## src/design/ffia_pkg.sv

```systemverilog
// shared types and constants of the first fit interval allocator
`timescale 1ns / 1ps

package ffia_pkg;

  localparam int ARG_W     = 16;
  localparam int TAG_W     = 16;
  localparam int OUT_POS_W = 16;
  localparam int LINE_W    = 16;
  localparam int GAP_W     = 10;
  localparam int CFG_IDX_W = 2;
  localparam int CFG_DATA_W = 16;

  localparam logic FUNC_PLACE  = 1'b0;
  localparam logic FUNC_REMOVE = 1'b1;

  typedef enum logic [CFG_IDX_W-1:0] {
    CFG_LINE_LENGTH = 2'd0,
    CFG_GAP_BEHIND  = 2'd1,
    CFG_GAP_FRONT   = 2'd2
  } cfg_idx_e;

  typedef enum logic [1:0] {
    ST_PLACED    = 2'd0,
    ST_NO_ROOM   = 2'd1,
    ST_REMOVED   = 2'd2,
    ST_NOT_FOUND = 2'd3
  } status_e;

  typedef struct packed {
    logic             func;
    logic [ARG_W-1:0] argument;
  } req_t;

  typedef struct packed {
    logic [OUT_POS_W-1:0] start_position;
    status_e              status;
  } rsp_t;

endpackage

```

## src/design/ffia_store.sv

```systemverilog
// segment store: one write port, one read port with registered data
`timescale 1ns / 1ps

module ffia_store #(
  parameter int DEPTH = 64,
  parameter int DW    = 48,
  parameter int AW    = $clog2(DEPTH)
) (
  input  logic          clk_i,
  input  logic          wr_en_i,
  input  logic [AW-1:0] wr_addr_i,
  input  logic [DW-1:0] wr_data_i,
  input  logic [AW-1:0] rd_addr_i,
  output logic [DW-1:0] rd_data_o
);

  logic [DW-1:0] mem_q [DEPTH];
  logic [DW-1:0] rd_data_q;

  always_ff @(posedge clk_i) begin
    if (wr_en_i) begin
      mem_q[wr_addr_i] <= wr_data_i;
    end
    rd_data_q <= mem_q[rd_addr_i];
  end

  assign rd_data_o = rd_data_q;

endmodule

```

## src/design/ffia_unit.sv

```systemverilog
// shared add and compare unit: a + b + c, and whether that sum does not exceed d
`timescale 1ns / 1ps

module ffia_unit #(
  parameter int W = 18
) (
  input  logic [W-1:0] a_i,
  input  logic [W-1:0] b_i,
  input  logic [W-1:0] c_i,
  input  logic [W-1:0] d_i,
  output logic [W-1:0] sum_o,
  output logic         fit_o
);

  assign sum_o = a_i + b_i + c_i;
  assign fit_o = (sum_o <= d_i);

endmodule

```

## src/design/first_fit_interval_allocator.sv

```systemverilog
// Places and removes segments on a line by first fit over a sorted interval store.
// One request is taken at a time; in_stall_o stays high until its result is
// handed to the output register, which then waits for the consumer while the
// next request may enter. A place request reads one stored interval per cycle
// through the single read port of the segment store until it finds a gap or
// passes the last interval, then moves every interval behind the chosen slot
// up by one entry, one entry per cycle. A full table answers no room without
// scanning. A remove request scans tags one per cycle up to the match and then
// moves the entries behind it down one per cycle. The store needs no clearing
// after reset. Configuration writes are always taken (cfg_ready_o is high) and
// must only be issued while no request is in flight.
`timescale 1ns / 1ps

module first_fit_interval_allocator #(
  parameter int MAX_SEGMENTS   = 64,
  parameter int POSITION_WIDTH = 16
) (
  input  logic                               clk_i,
  input  logic                               rst_ni,
  input  logic                               in_valid_i,
  output logic                               in_stall_o,
  input  ffia_pkg::req_t                     in_req_i,
  output logic                               out_valid_o,
  input  logic                               out_stall_i,
  output ffia_pkg::rsp_t                     out_rsp_o,
  input  logic                               cfg_valid_i,
  output logic                               cfg_ready_o,
  input  logic [ffia_pkg::CFG_IDX_W-1:0]     cfg_index_i,
  input  logic [ffia_pkg::CFG_DATA_W-1:0]    cfg_data_i
);

  import ffia_pkg::*;

  localparam int IW = $clog2(MAX_SEGMENTS);
  localparam int NW = $clog2(MAX_SEGMENTS + 1);
  localparam int PW = POSITION_WIDTH;
  localparam int CW = ((PW > ARG_W) ? PW : ARG_W) + 2;
  localparam int EW = 2 * PW + TAG_W;
  localparam logic [NW-1:0] MAX_CNT = NW'(MAX_SEGMENTS);
  localparam logic [CW-1:0] POS_MAX = CW'({PW{1'b1}});

  typedef enum logic [7:0] {
    S_IDLE    = 8'b0000_0001,
    S_PSCAN   = 8'b0000_0010,
    S_RSCAN   = 8'b0000_0100,
    S_SHF_PRE = 8'b0000_1000,
    S_SHF     = 8'b0001_0000,
    S_INS     = 8'b0010_0000,
    S_DSH     = 8'b0100_0000,
    S_FIN     = 8'b1000_0000
  } state_e;

  state_e             state_q, state_d;
  logic [LINE_W-1:0]  line_len_q, line_len_d;
  logic [GAP_W-1:0]   gap_behind_q, gap_behind_d;
  logic [GAP_W-1:0]   gap_front_q, gap_front_d;
  logic [NW-1:0]      count_q, count_d;
  logic [TAG_W-1:0]   req_num_q, req_num_d;
  logic [ARG_W-1:0]   arg_q, arg_d;
  logic [TAG_W-1:0]   tag_q, tag_d;
  logic [NW-1:0]      i_q, i_d;
  logic [NW-1:0]      j_q, j_d;
  logic [NW-1:0]      slot_q, slot_d;
  logic [CW-1:0]      cand_q, cand_d;
  rsp_t               res_q, res_d;
  rsp_t               out_q, out_d;
  logic               out_valid_q, out_valid_d;

  logic               wr_en;
  logic [IW-1:0]      wr_addr;
  logic [EW-1:0]      wr_data;
  logic [IW-1:0]      rd_addr;
  logic [EW-1:0]      rd_data;

  logic [PW-1:0]      e_start;
  logic [PW-1:0]      e_end;
  logic [TAG_W-1:0]   e_tag;

  logic [CW-1:0]      op_c, op_d, unit_sum;
  logic               unit_fit;
  logic [CW-1:0]      line_ext, limit;
  logic               at_tail;
  logic [NW-1:0]      i_inc, j_dec, j_dec2, j_inc, j_inc2;
  logic               accept;

  ffia_store #(
    .DEPTH (MAX_SEGMENTS),
    .DW    (EW),
    .AW    (IW)
  ) u_store (
    .clk_i     (clk_i),
    .wr_en_i   (wr_en),
    .wr_addr_i (wr_addr),
    .wr_data_i (wr_data),
    .rd_addr_i (rd_addr),
    .rd_data_o (rd_data)
  );

  assign e_start = rd_data[EW-1 -: PW];
  assign e_end   = rd_data[TAG_W +: PW];
  assign e_tag   = rd_data[TAG_W-1:0];

  assign line_ext = CW'(line_len_q);
  assign limit    = (line_ext < POS_MAX) ? line_ext : POS_MAX;
  assign at_tail  = (i_q == count_q);

  assign op_c = (state_q == S_PSCAN && !at_tail) ? CW'(gap_front_q) : '0;
  assign op_d = at_tail ? limit : CW'(e_start);

  ffia_unit #(
    .W (CW)
  ) u_unit (
    .a_i   (cand_q),
    .b_i   (CW'(arg_q)),
    .c_i   (op_c),
    .d_i   (op_d),
    .sum_o (unit_sum),
    .fit_o (unit_fit)
  );

  assign i_inc  = i_q + NW'(1);
  assign j_dec  = j_q - NW'(1);
  assign j_dec2 = j_q - NW'(2);
  assign j_inc  = j_q + NW'(1);
  assign j_inc2 = j_q + NW'(2);

  assign accept = in_valid_i && (state_q == S_IDLE);

  always_comb begin
    state_d      = state_q;
    line_len_d   = line_len_q;
    gap_behind_d = gap_behind_q;
    gap_front_d  = gap_front_q;
    count_d      = count_q;
    req_num_d    = req_num_q;
    arg_d        = arg_q;
    tag_d        = tag_q;
    i_d          = i_q;
    j_d          = j_q;
    slot_d       = slot_q;
    cand_d       = cand_q;
    res_d        = res_q;
    out_d        = out_q;
    out_valid_d  = out_valid_q && out_stall_i;
    wr_en        = 1'b0;
    wr_addr      = '0;
    wr_data      = '0;
    rd_addr      = '0;

    if (cfg_valid_i) begin
      case (cfg_index_i)
        CFG_LINE_LENGTH: line_len_d   = cfg_data_i[LINE_W-1:0];
        CFG_GAP_BEHIND:  gap_behind_d = cfg_data_i[GAP_W-1:0];
        CFG_GAP_FRONT:   gap_front_d  = cfg_data_i[GAP_W-1:0];
        default: ;
      endcase
    end

    case (state_q)
      S_IDLE: begin
        if (accept) begin
          arg_d     = in_req_i.argument;
          tag_d     = req_num_q;
          req_num_d = req_num_q + TAG_W'(1);
          i_d       = '0;
          cand_d    = '0;
          if (in_req_i.func == FUNC_REMOVE) begin
            state_d = S_RSCAN;
          end else if (count_q >= MAX_CNT) begin
            res_d   = '{start_position: '0, status: ST_NO_ROOM};
            state_d = S_FIN;
          end else begin
            state_d = S_PSCAN;
          end
        end
      end
      S_PSCAN: begin
        rd_addr = i_inc[IW-1:0];
        if (unit_fit) begin
          slot_d = i_q;
          j_d    = count_q;
          state_d = at_tail ? S_INS : S_SHF_PRE;
        end else if (at_tail) begin
          res_d   = '{start_position: '0, status: ST_NO_ROOM};
          state_d = S_FIN;
        end else begin
          cand_d = CW'(e_end) + CW'(gap_behind_q);
          i_d    = i_inc;
        end
      end
      S_SHF_PRE: begin
        rd_addr = j_dec[IW-1:0];
        state_d = S_SHF;
      end
      S_SHF: begin
        wr_en   = 1'b1;
        wr_addr = j_q[IW-1:0];
        wr_data = rd_data;
        rd_addr = j_dec2[IW-1:0];
        j_d     = j_dec;
        if (j_dec == slot_q) begin
          state_d = S_INS;
        end
      end
      S_INS: begin
        wr_en   = 1'b1;
        wr_addr = slot_q[IW-1:0];
        wr_data = {cand_q[PW-1:0], unit_sum[PW-1:0], tag_q};
        count_d = count_q + NW'(1);
        res_d   = '{start_position: cand_q[OUT_POS_W-1:0], status: ST_PLACED};
        state_d = S_FIN;
      end
      S_RSCAN: begin
        rd_addr = i_inc[IW-1:0];
        if (at_tail) begin
          res_d   = '{start_position: '0, status: ST_NOT_FOUND};
          state_d = S_FIN;
        end else if (e_tag == arg_q) begin
          if (i_inc == count_q) begin
            count_d = count_q - NW'(1);
            res_d   = '{start_position: '0, status: ST_REMOVED};
            state_d = S_FIN;
          end else begin
            j_d     = i_q;
            state_d = S_DSH;
          end
        end else begin
          i_d = i_inc;
        end
      end
      S_DSH: begin
        wr_en   = 1'b1;
        wr_addr = j_q[IW-1:0];
        wr_data = rd_data;
        rd_addr = j_inc2[IW-1:0];
        j_d     = j_inc;
        if (j_inc2 == count_q) begin
          count_d = count_q - NW'(1);
          res_d   = '{start_position: '0, status: ST_REMOVED};
          state_d = S_FIN;
        end
      end
      S_FIN: begin
        if (!out_valid_q || !out_stall_i) begin
          out_d       = res_q;
          out_valid_d = 1'b1;
          state_d     = S_IDLE;
        end
      end
      default: begin
        state_d = S_IDLE;
      end
    endcase
  end

  always_ff @(posedge clk_i or negedge rst_ni) begin
    if (!rst_ni) begin
      state_q      <= S_IDLE;
      line_len_q   <= '1;
      gap_behind_q <= GAP_W'(1);
      gap_front_q  <= GAP_W'(1);
      count_q      <= '0;
      req_num_q    <= TAG_W'(1);
      out_valid_q  <= 1'b0;
    end else begin
      state_q      <= state_d;
      line_len_q   <= line_len_d;
      gap_behind_q <= gap_behind_d;
      gap_front_q  <= gap_front_d;
      count_q      <= count_d;
      req_num_q    <= req_num_d;
      out_valid_q  <= out_valid_d;
    end
  end

  always_ff @(posedge clk_i) begin
    arg_q  <= arg_d;
    tag_q  <= tag_d;
    i_q    <= i_d;
    j_q    <= j_d;
    slot_q <= slot_d;
    cand_q <= cand_d;
    res_q  <= res_d;
    out_q  <= out_d;
  end

  assign in_stall_o  = (state_q != S_IDLE);
  assign out_valid_o = out_valid_q;
  assign out_rsp_o   = out_q;
  assign cfg_ready_o = 1'b1;

endmodule

```

## config.mk

```make
export PLATFORM = sky130hd
export DESIGN_NAME = first_fit_interval_allocator
export DESIGN_NICKNAME = d
export VERILOG_FILES = /design/src/design/ffia_pkg.sv /design/src/design/ffia_store.sv /design/src/design/ffia_unit.sv /design/src/design/first_fit_interval_allocator.sv
export SDC_FILE = /design/constraint.sdc
export NUM_CORES = 2
export LEC_CHECK = 0
export ABC_AREA = 1
export BUFFER_PORTS_ARGS = -buffer_cell sky130_fd_sc_hd__buf_2
export CAP_MARGIN = 20
export CORE_ASPECT_RATIO = 2
export CORE_MARGIN = 2
export CORE_UTILIZATION = 25
export DETAILED_ROUTE_END_ITERATION = 10
export GPL_ROUTABILITY_DRIVEN = 0
export GPL_TIMING_DRIVEN = 0
export PLACE_DENSITY_LB_ADDON = 0.1
export SYNTH_ARGS = -nofsm -noshare
export SYNTH_HDL_FRONTEND = slang
export SYNTH_SLANG_ARGS = --single-unit
```

## constraint.sdc

```tcl
create_clock -name clk_i -period 6.6 [get_ports clk_i]
set_clock_uncertainty 0.15 [all_clocks]
set_input_delay 1.98 -clock clk_i [delete_from_list [all_inputs] [get_ports clk_i]]
set_output_delay 1.98 -clock clk_i [all_outputs]
set_load 0.05 [all_outputs]
```

# Yosys cells after proc, flatten, opt, wreduce, memory -nomap -nowiden
# Memory sizes are Yosys's and may differ from the RTL's. A register that Yosys moved wholly into a read port is not among the register bits.
# Index checks and enable logic that the tools add are counted.
dict set report classes {
  addsub 11
  n_lt_le_gt_ge 3
  n_eq_ne 34
  n_mux 54
  n_reduce_logical 28
}
# op n
set op_table {}
lappend op_table {{18-bit two-way mux} 12}
lappend op_table {{48-bit one-hot mux with 2 select lines} 1}
lappend op_table {{7-bit two-way mux} 13}
lappend op_table {{18-bit one-hot mux with 5 select lines} 1}
lappend op_table {{8-bit two-way mux} 11}
lappend op_table {{8-bit one-hot mux with 8 select lines} 1}
lappend op_table {{7-bit one-hot mux with 3 select lines} 2}
lappend op_table {{18-bit one-hot mux with 2 select lines} 1}
lappend op_table {{16-bit two-way mux} 2}
lappend op_table {{7-bit equality test} 4}
lappend op_table {{7-bit one-hot mux with 4 select lines} 1}
lappend op_table {{2-bit != test, second input constant} 13}
lappend op_table {{6-bit one-hot mux with 4 select lines} 1}
lappend op_table {{7-bit by 1-bit adder with 7-bit output, second input constant} 3}
lappend op_table {{18-bit by 10-bit adder with 18-bit output} 1}
lappend op_table {{18-bit by 16-bit adder with 18-bit output} 1}
lappend op_table {{18-bit by 16-bit less-or-equal comparator with 1-bit output} 1}
lappend op_table {{16-bit by 10-bit adder with 17-bit output} 1}
lappend op_table {{16-bit by 1-bit adder with 16-bit output, second input constant} 1}
lappend op_table {{16-bit equality test} 1}
lappend op_table {{16-bit less-than comparator, second input constant} 1}
lappend op_table {{7-bit by 1-bit subtractor with 7-bit output, second input constant} 2}
lappend op_table {{6-bit one-hot mux with 2 select lines} 1}
lappend op_table {{2-bit AND reduction} 6}
lappend op_table {{34 further kinds} 48}
dict set report word_totals {
  register_bits 175
  ramBits 3072
  inputBits 40
  out_inout_bits 21
  n_memories 1
}
# memory words width rd rd_ports_with_merged_regs write_ports line_no
set memory_table {}
lappend memory_table {u_store.mem_q 64 48 1 1 1 ffia_store.sv:17} ;# logic [DW-1:0] mem_q [DEPTH];

# Logic depth before layout (Yosys ltp)
dict set report depth {
  word_depth 8
  depth_mapped 32
  ltp_nobuf 29
}

# Cells and area by module
# From an unflattened synthesis, not the netlist that was laid out.
dict set report hier_totals {
  hier_cells 11535
  hier_area_um2 135896.6
}
# mod instances cells_per_inst area_each_um2 seq_area_each_um2
set by_module_without_submodules {}
lappend by_module_without_submodules {ffia_store 1 10108 124330.5 93209.4}
lappend by_module_without_submodules {first_fit_interval_allocator 1 1118 9666.8 4909.7}
lappend by_module_without_submodules {ffia_unit 1 309 1899.3 0.0}

# Worst setup path after synthesis
# OpenSTA, ideal clock, no wires.
dict set report synth_timing {
  path_type {flip-flop to flip-flop}
  startpoint {register count_q[1]}
  endpoint {memory u_store.mem_q[0][31] (data pin)}
  arrival_ns 5.042
  slack_ns 0.706
  stages_incl_launch_ff 21
  n_path_buf 3
  cell_sequence {dfrtp_1 -> clkbuf_1 -> xor2_1 -> nor3_1 -> nand2_1 -> clkbuf_1 -> nand2_1 -> clkbuf_1 -> nor2_1 -> fa_1 -> ha_1 -> fa_1 -> nand3_1 -> nand3_1 -> a21oi_1 -> o21ai_0 -> a21oi_1 -> o21ai_0 -> xor2_1 -> nand2_1 -> o21ai_0}
}
dict set report synth_between {
  elab_chain_cells 6
}
# item line_no
set synth_lines {}
lappend synth_lines {{from (decl)} first_fit_interval_allocator.sv:57} ;# logic [NW-1:0] count_q, count_d;
lappend synth_lines {{from (signal assigned)} first_fit_interval_allocator.sv:270} ;# count_q <= count_d;
lappend synth_lines {{7-bit equality test} first_fit_interval_allocator.sv:105} ;# assign at_tail = (i_q == count_q);
lappend synth_lines {{1-bit logical NOT} first_fit_interval_allocator.sv:107} ;# assign op_c = (state_q == S_PSCAN && !at_tail) ? CW'(gap_front_q) : '0;
lappend synth_lines {{1-bit logical AND} first_fit_interval_allocator.sv:107}
lappend synth_lines {{10-bit two-way mux} first_fit_interval_allocator.sv:107}
lappend synth_lines {{18-bit by 10-bit adder with 18-bit output} ffia_unit.sv:15} ;# assign sum_o = a_i + b_i + c_i;
lappend synth_lines {{48-bit one-hot mux with 2 select lines} first_fit_interval_allocator.sv:159} ;# case (state_q)
lappend synth_lines {{net u_store.wr_data_i[31]} ffia_store.sv:12} ;# input logic [DW-1:0] wr_data_i,
lappend synth_lines {{to (decl)} ffia_store.sv:17}
# The timed path passes the listed nets, and every way through them passes these cells.

# Worst setup path in the final report
dict set report layout_timing {
  startpoint {register j_q[1]}
  endpoint {register u_store.rd_data_q[31], in the netlist u_store.rd_data_o[31] (read register of u_store.mem_q)}
}
dict set report layout_between {
  elab_chain_cells 2
  word_cells_on_any_way 4
  classes_between {add/sub: 3; mux: 1}
}
# item line_no
set layout_lines {}
lappend layout_lines {{from (decl)} first_fit_interval_allocator.sv:62} ;# logic [NW-1:0] j_q, j_d;
lappend layout_lines {{from (signal assigned)} first_fit_interval_allocator.sv:280} ;# j_q <= j_d;
lappend layout_lines {{7-bit by 2-bit adder with 7-bit output, or another cell as far along} first_fit_interval_allocator.sv:125} ;# assign j_inc2 = j_q + NW'(2);
lappend layout_lines {{6-bit one-hot mux with 4 select lines (*)} first_fit_interval_allocator.sv:159}
lappend layout_lines {{to (decl)} ffia_store.sv:18} ;# logic [DW-1:0] rd_data_q;
# Mark *: on every way between the ends. The rest lies on a longest branch, timed or not.
# A chain may end at the register's enable or synchronous reset.

==> summary.md <==
| Metric | Value |
|---|---|
| Status | `finished, final reports clean` |
| Fin crit share | `a little over nine tenths` |
| Antenna violations before repair | `between 50 and 60` |
| Via count | `106000` |
| Synthesized area | `about 150000 sq um` |
| Setup Viol. Count Final | `0` |
| CP max stage cell | `nand4_2` |
| Register area share after synthesis | `66.8%` |
| M3 GR Usage | `approximately 1.9%` |
| Port bufs | `59` |
| H-tree levels | `5` |
| Period minus WS final | `6340 ps` |
| Yosys cell types | `52` |
| Worst hold path type | `reg -> reg` |
| Max cap viols | `0` |
| WL final | `709000 um` |
| Leak | `about 70 nW` |
| Crit path kind | `reg -> reg` |
| Crit. End Element | `flop` |
| Post-synth top flop | `edfxtp_1` |
| Crit path cell chain | `inv_1, ha_1, xor2_1, nand2_1, nand4_2, inv_2, clkbuf_2, buf_12, clkbuf_1, nand3_1, nand3_1, nand3_1, nand3_1, nand2_1` |
| Vias/cell | `around 4.7` |
| Rel. slew slack | `17.7%` |
| Warnings from Yosys | `0` |
| Clock sink count | `3294` |
| Worst skew pair latency | `960 ps` |
| Count of final hold-check violations | `0` |
| Met1 usage | `21.8%` |
| Async S/R FF share, synth | `2.06%` |
| Total grt overflow | `0` |
| Pin count of the biggest net entering global routing | `65` |
| # DRC | `0` |
| Starting DRT DRC Count | `8691` |
| I/O pins | `61` |
| Cell family with most CP delay | `simple AND/OR/NAND/NOR gates` |
| Post-Synthesis Cells | `13900` |
| Worst Tran Pin Value | `1230 ps` |
| Most frequent cells in the layout | `edfxtp_1, inv_1, nand3_1, nand2_1, nand4_1` |
| Core area | `586000 sq um` |
| Clock slew at reported path FFs | `~70 ps` |
| Grt peak-use layer | `met2` |
| Die Span Y | `1090 um` |
| Cts bufs inserted | `318` |
| Die area | `594000 sq um` |
| Root buffer cell | `clkbuf_16` |
| Cell Pwr Density | `365 nW/um^2` |
| Drt pass-1 iters | `6` |
| F_max | `158 MHz` |
| Global-route wire length before repair | `937000 um` |
| Initial core utilization | `25.1%` |
| Routed Antenna Nets | `0` |
| CTS tree | `yes` |
| CTS Hold Buffers Added | `0` |
| CP max FO | `10` |
| Unrepaired setup endpoints after global routing | `no` |
| Crit path buf inv count | `5` |
| Number of synthesized flops with an enable pin | `3178` |
| Syn_nets | `14000` |
| Peak VDD IR | `299 uV` |
| Worst Path Arrival | `~7000 ps` |
| Crit start category | `flop` |
| Commonest non-fill, non-tap cell in the layout | `edfxtp_1` |
| Avg WL per Cell | `31.3 um` |
| Min Hold Slack | `270 ps` |
| Critical Path RT | `7260 ps` |
| Site Rows | `between 300 and 400` |
| Mean Syn Cell Area | `10.6 sq um` |
| Share of layout cells above drive strength 1 | `8.81%` |
| Net count, final | `~15000` |
| Horiz. Die Dim | `~550 um` |
| Max clock buf depth | `4` |
| GR Util met2 | `44.9%` |
| Top cell by count, worst path | `nand3_1` |
| Layout area overhead | `18.4%` |
| Overall Global Routing Usage | `a little under a quarter` |
| Final Power | `0.0636 W` |
| CP peak stage delay | `820 ps` |
| Vias in the first global route | `105000` |
| Post-synthesis register bit count | `around 3300` |
| Final slew viol count | `0` |
| HPWL after detailed placement | `545000 um` |
-- stage by stage --
stage | worst slack [ps] | util [%] | cells | instance area (sq um) | setup TNS, ps
floorplan | 706 | - | 13900 | 147000 | 0
global placement | -11900 | 26.8 | 21700 | 157000 | -
detailed placement | -1870 | 28.0 | 22000 | 164000 | -201950
CTS | 38.9 | 29.7 | 22600 | 174000 | 0
global route | 59.2 | 29.7 | 22600 | 174000 | 0
finish | 264 | 29.7 | 22600 | 174000 | 0
-- synthesized netlist by cell type, types with 4 or more instances --
cell type / count / area (sq um)
edfxtp_1: 3178 / 95400
inv_1: 2760 / 10400
nand3_1: 2549 / 12800
nand2_1: 2179 / 8180
nand4_1: 1067 / 6680
clkbuf_1: 494 / 1850
o21ai_0: 476 / 2380
buf_2: 268 / 1340
nor2_1: 160 / 601
buf_1: 104 / 390
o211ai_1: 100 / 751
buf_4: 64 / 480
ha_1: 60 / 751
a21oi_1: 57 / 285
xor2_1: 53 / 464
dfrtp_1: 48 / 1200
dfxtp_1: 48 / 961
xnor2_1: 31 / 272
nor3_1: 28 / 140
o22ai_1: 22 / 138
dfstp_2: 20 / 526
a22o_1: 19 / 166
fa_1: 13 / 260
inv_2: 12 / 45.0
buf_6: 7 / 78.8
mux2_2: 6 / 67.6
o21a_1: 6 / 45.0
o21ai_1: 5 / 25.0
o2111ai_1: 4 / 35.0
-- state kept, by name, indices dropped and copies added, names as in the netlist --
signal             cells
arg_q                 16
cand_q                17
count_q                7
gap_behind_q          10
gap_front_q           10
i_q                    7
j_q                    7
line_len_q            16
out_rsp_o             18
out_valid_o            1
req_num_q             16
res_q                 18
slot_q                 7
state_q                8
tag_q                 16
u_store.mem_q       3072
u_store.rd_data_o     48
-- kinds of logic (layout without fill, tap and decap cells) --
group           Yosys count  after routing  synth area share [%]
simple gates           6005           6005                  19.4
buf+inv                3710           4626                  9.90
flops                  3294           3294                  66.8
compound gates          704            704                  2.68
xor+xnor                 84             84                 0.501
fa+ha+maj                73             73                 0.688
mux                       6              6                0.0460
other cells               1             30               0.00255
-- worst register-to-register path, cell delays in order (launching register included) --
cell	delay [ps]
edfxtp_1	490
inv_1	220
ha_1	270
xor2_1	200
nand2_1	190
nand4_2	820
inv_2	670
clkbuf_2	440
buf_12	280
clkbuf_1	650
nand3_1	170
nand3_1	420
nand3_1	440
nand3_1	610
nand2_1	170
-- cell type report --
type | count | area, sq um
tap | 7800 | 9760
antenna | 29 | 72.6
clock inverter | 153 | 1090
timing repair buffer | 345 | 6330
sequential | 3294 | 98100
clock buffer | 423 | 8720
buffer | 932 | 4170
fill | 60900 | 412000
inverter | 2773 | 10400
multi-input combinational | 6873 | 35400
-- timing repair --
action	CTS	global route
pin swaps	4	1
setup buffers	9	0
setup endpoints to repair	469	56
gates resized for setup	16	3
-- routing by layer --
metal	wire length [um]	vias to the layer above
met4	72900	2
met5	9	-
li1	-	48600
met2	387000	3139
met3	23500	1168
met1	226000	53200
-- path summary, 6_finish.rpt --
path | cells past startpoint | to | start | slack (ps)
min in group asynchronous | 1 | count_q[5] | rst_ni | 770
max in group asynchronous | 2 | line_len_q[3] | rst_ni | 4850
setup reg to reg | 14 | u_store.rd_data_o[31] | j_q[1] | 260
hold / removal | 0 | out_rsp_o[16] | res_q[16] | 270
hold reg to reg | 0 | out_rsp_o[16] | res_q[16] | 270
setup / recovery | 14 | u_store.rd_data_o[31] | j_q[1] | 260
-- power breakdown --
| part | internal, W | switching, W | total, W |
|---|---|---|---|
| Clock | 0.00978 | 0.00873 | 0.0185 |
| Sequential | 0.0236 | 0.000523 | 0.0241 |
| Combinational | 0.00471 | 0.0163 | 0.0210 |
Note: power is estimated with default switching activity, not from simulation.
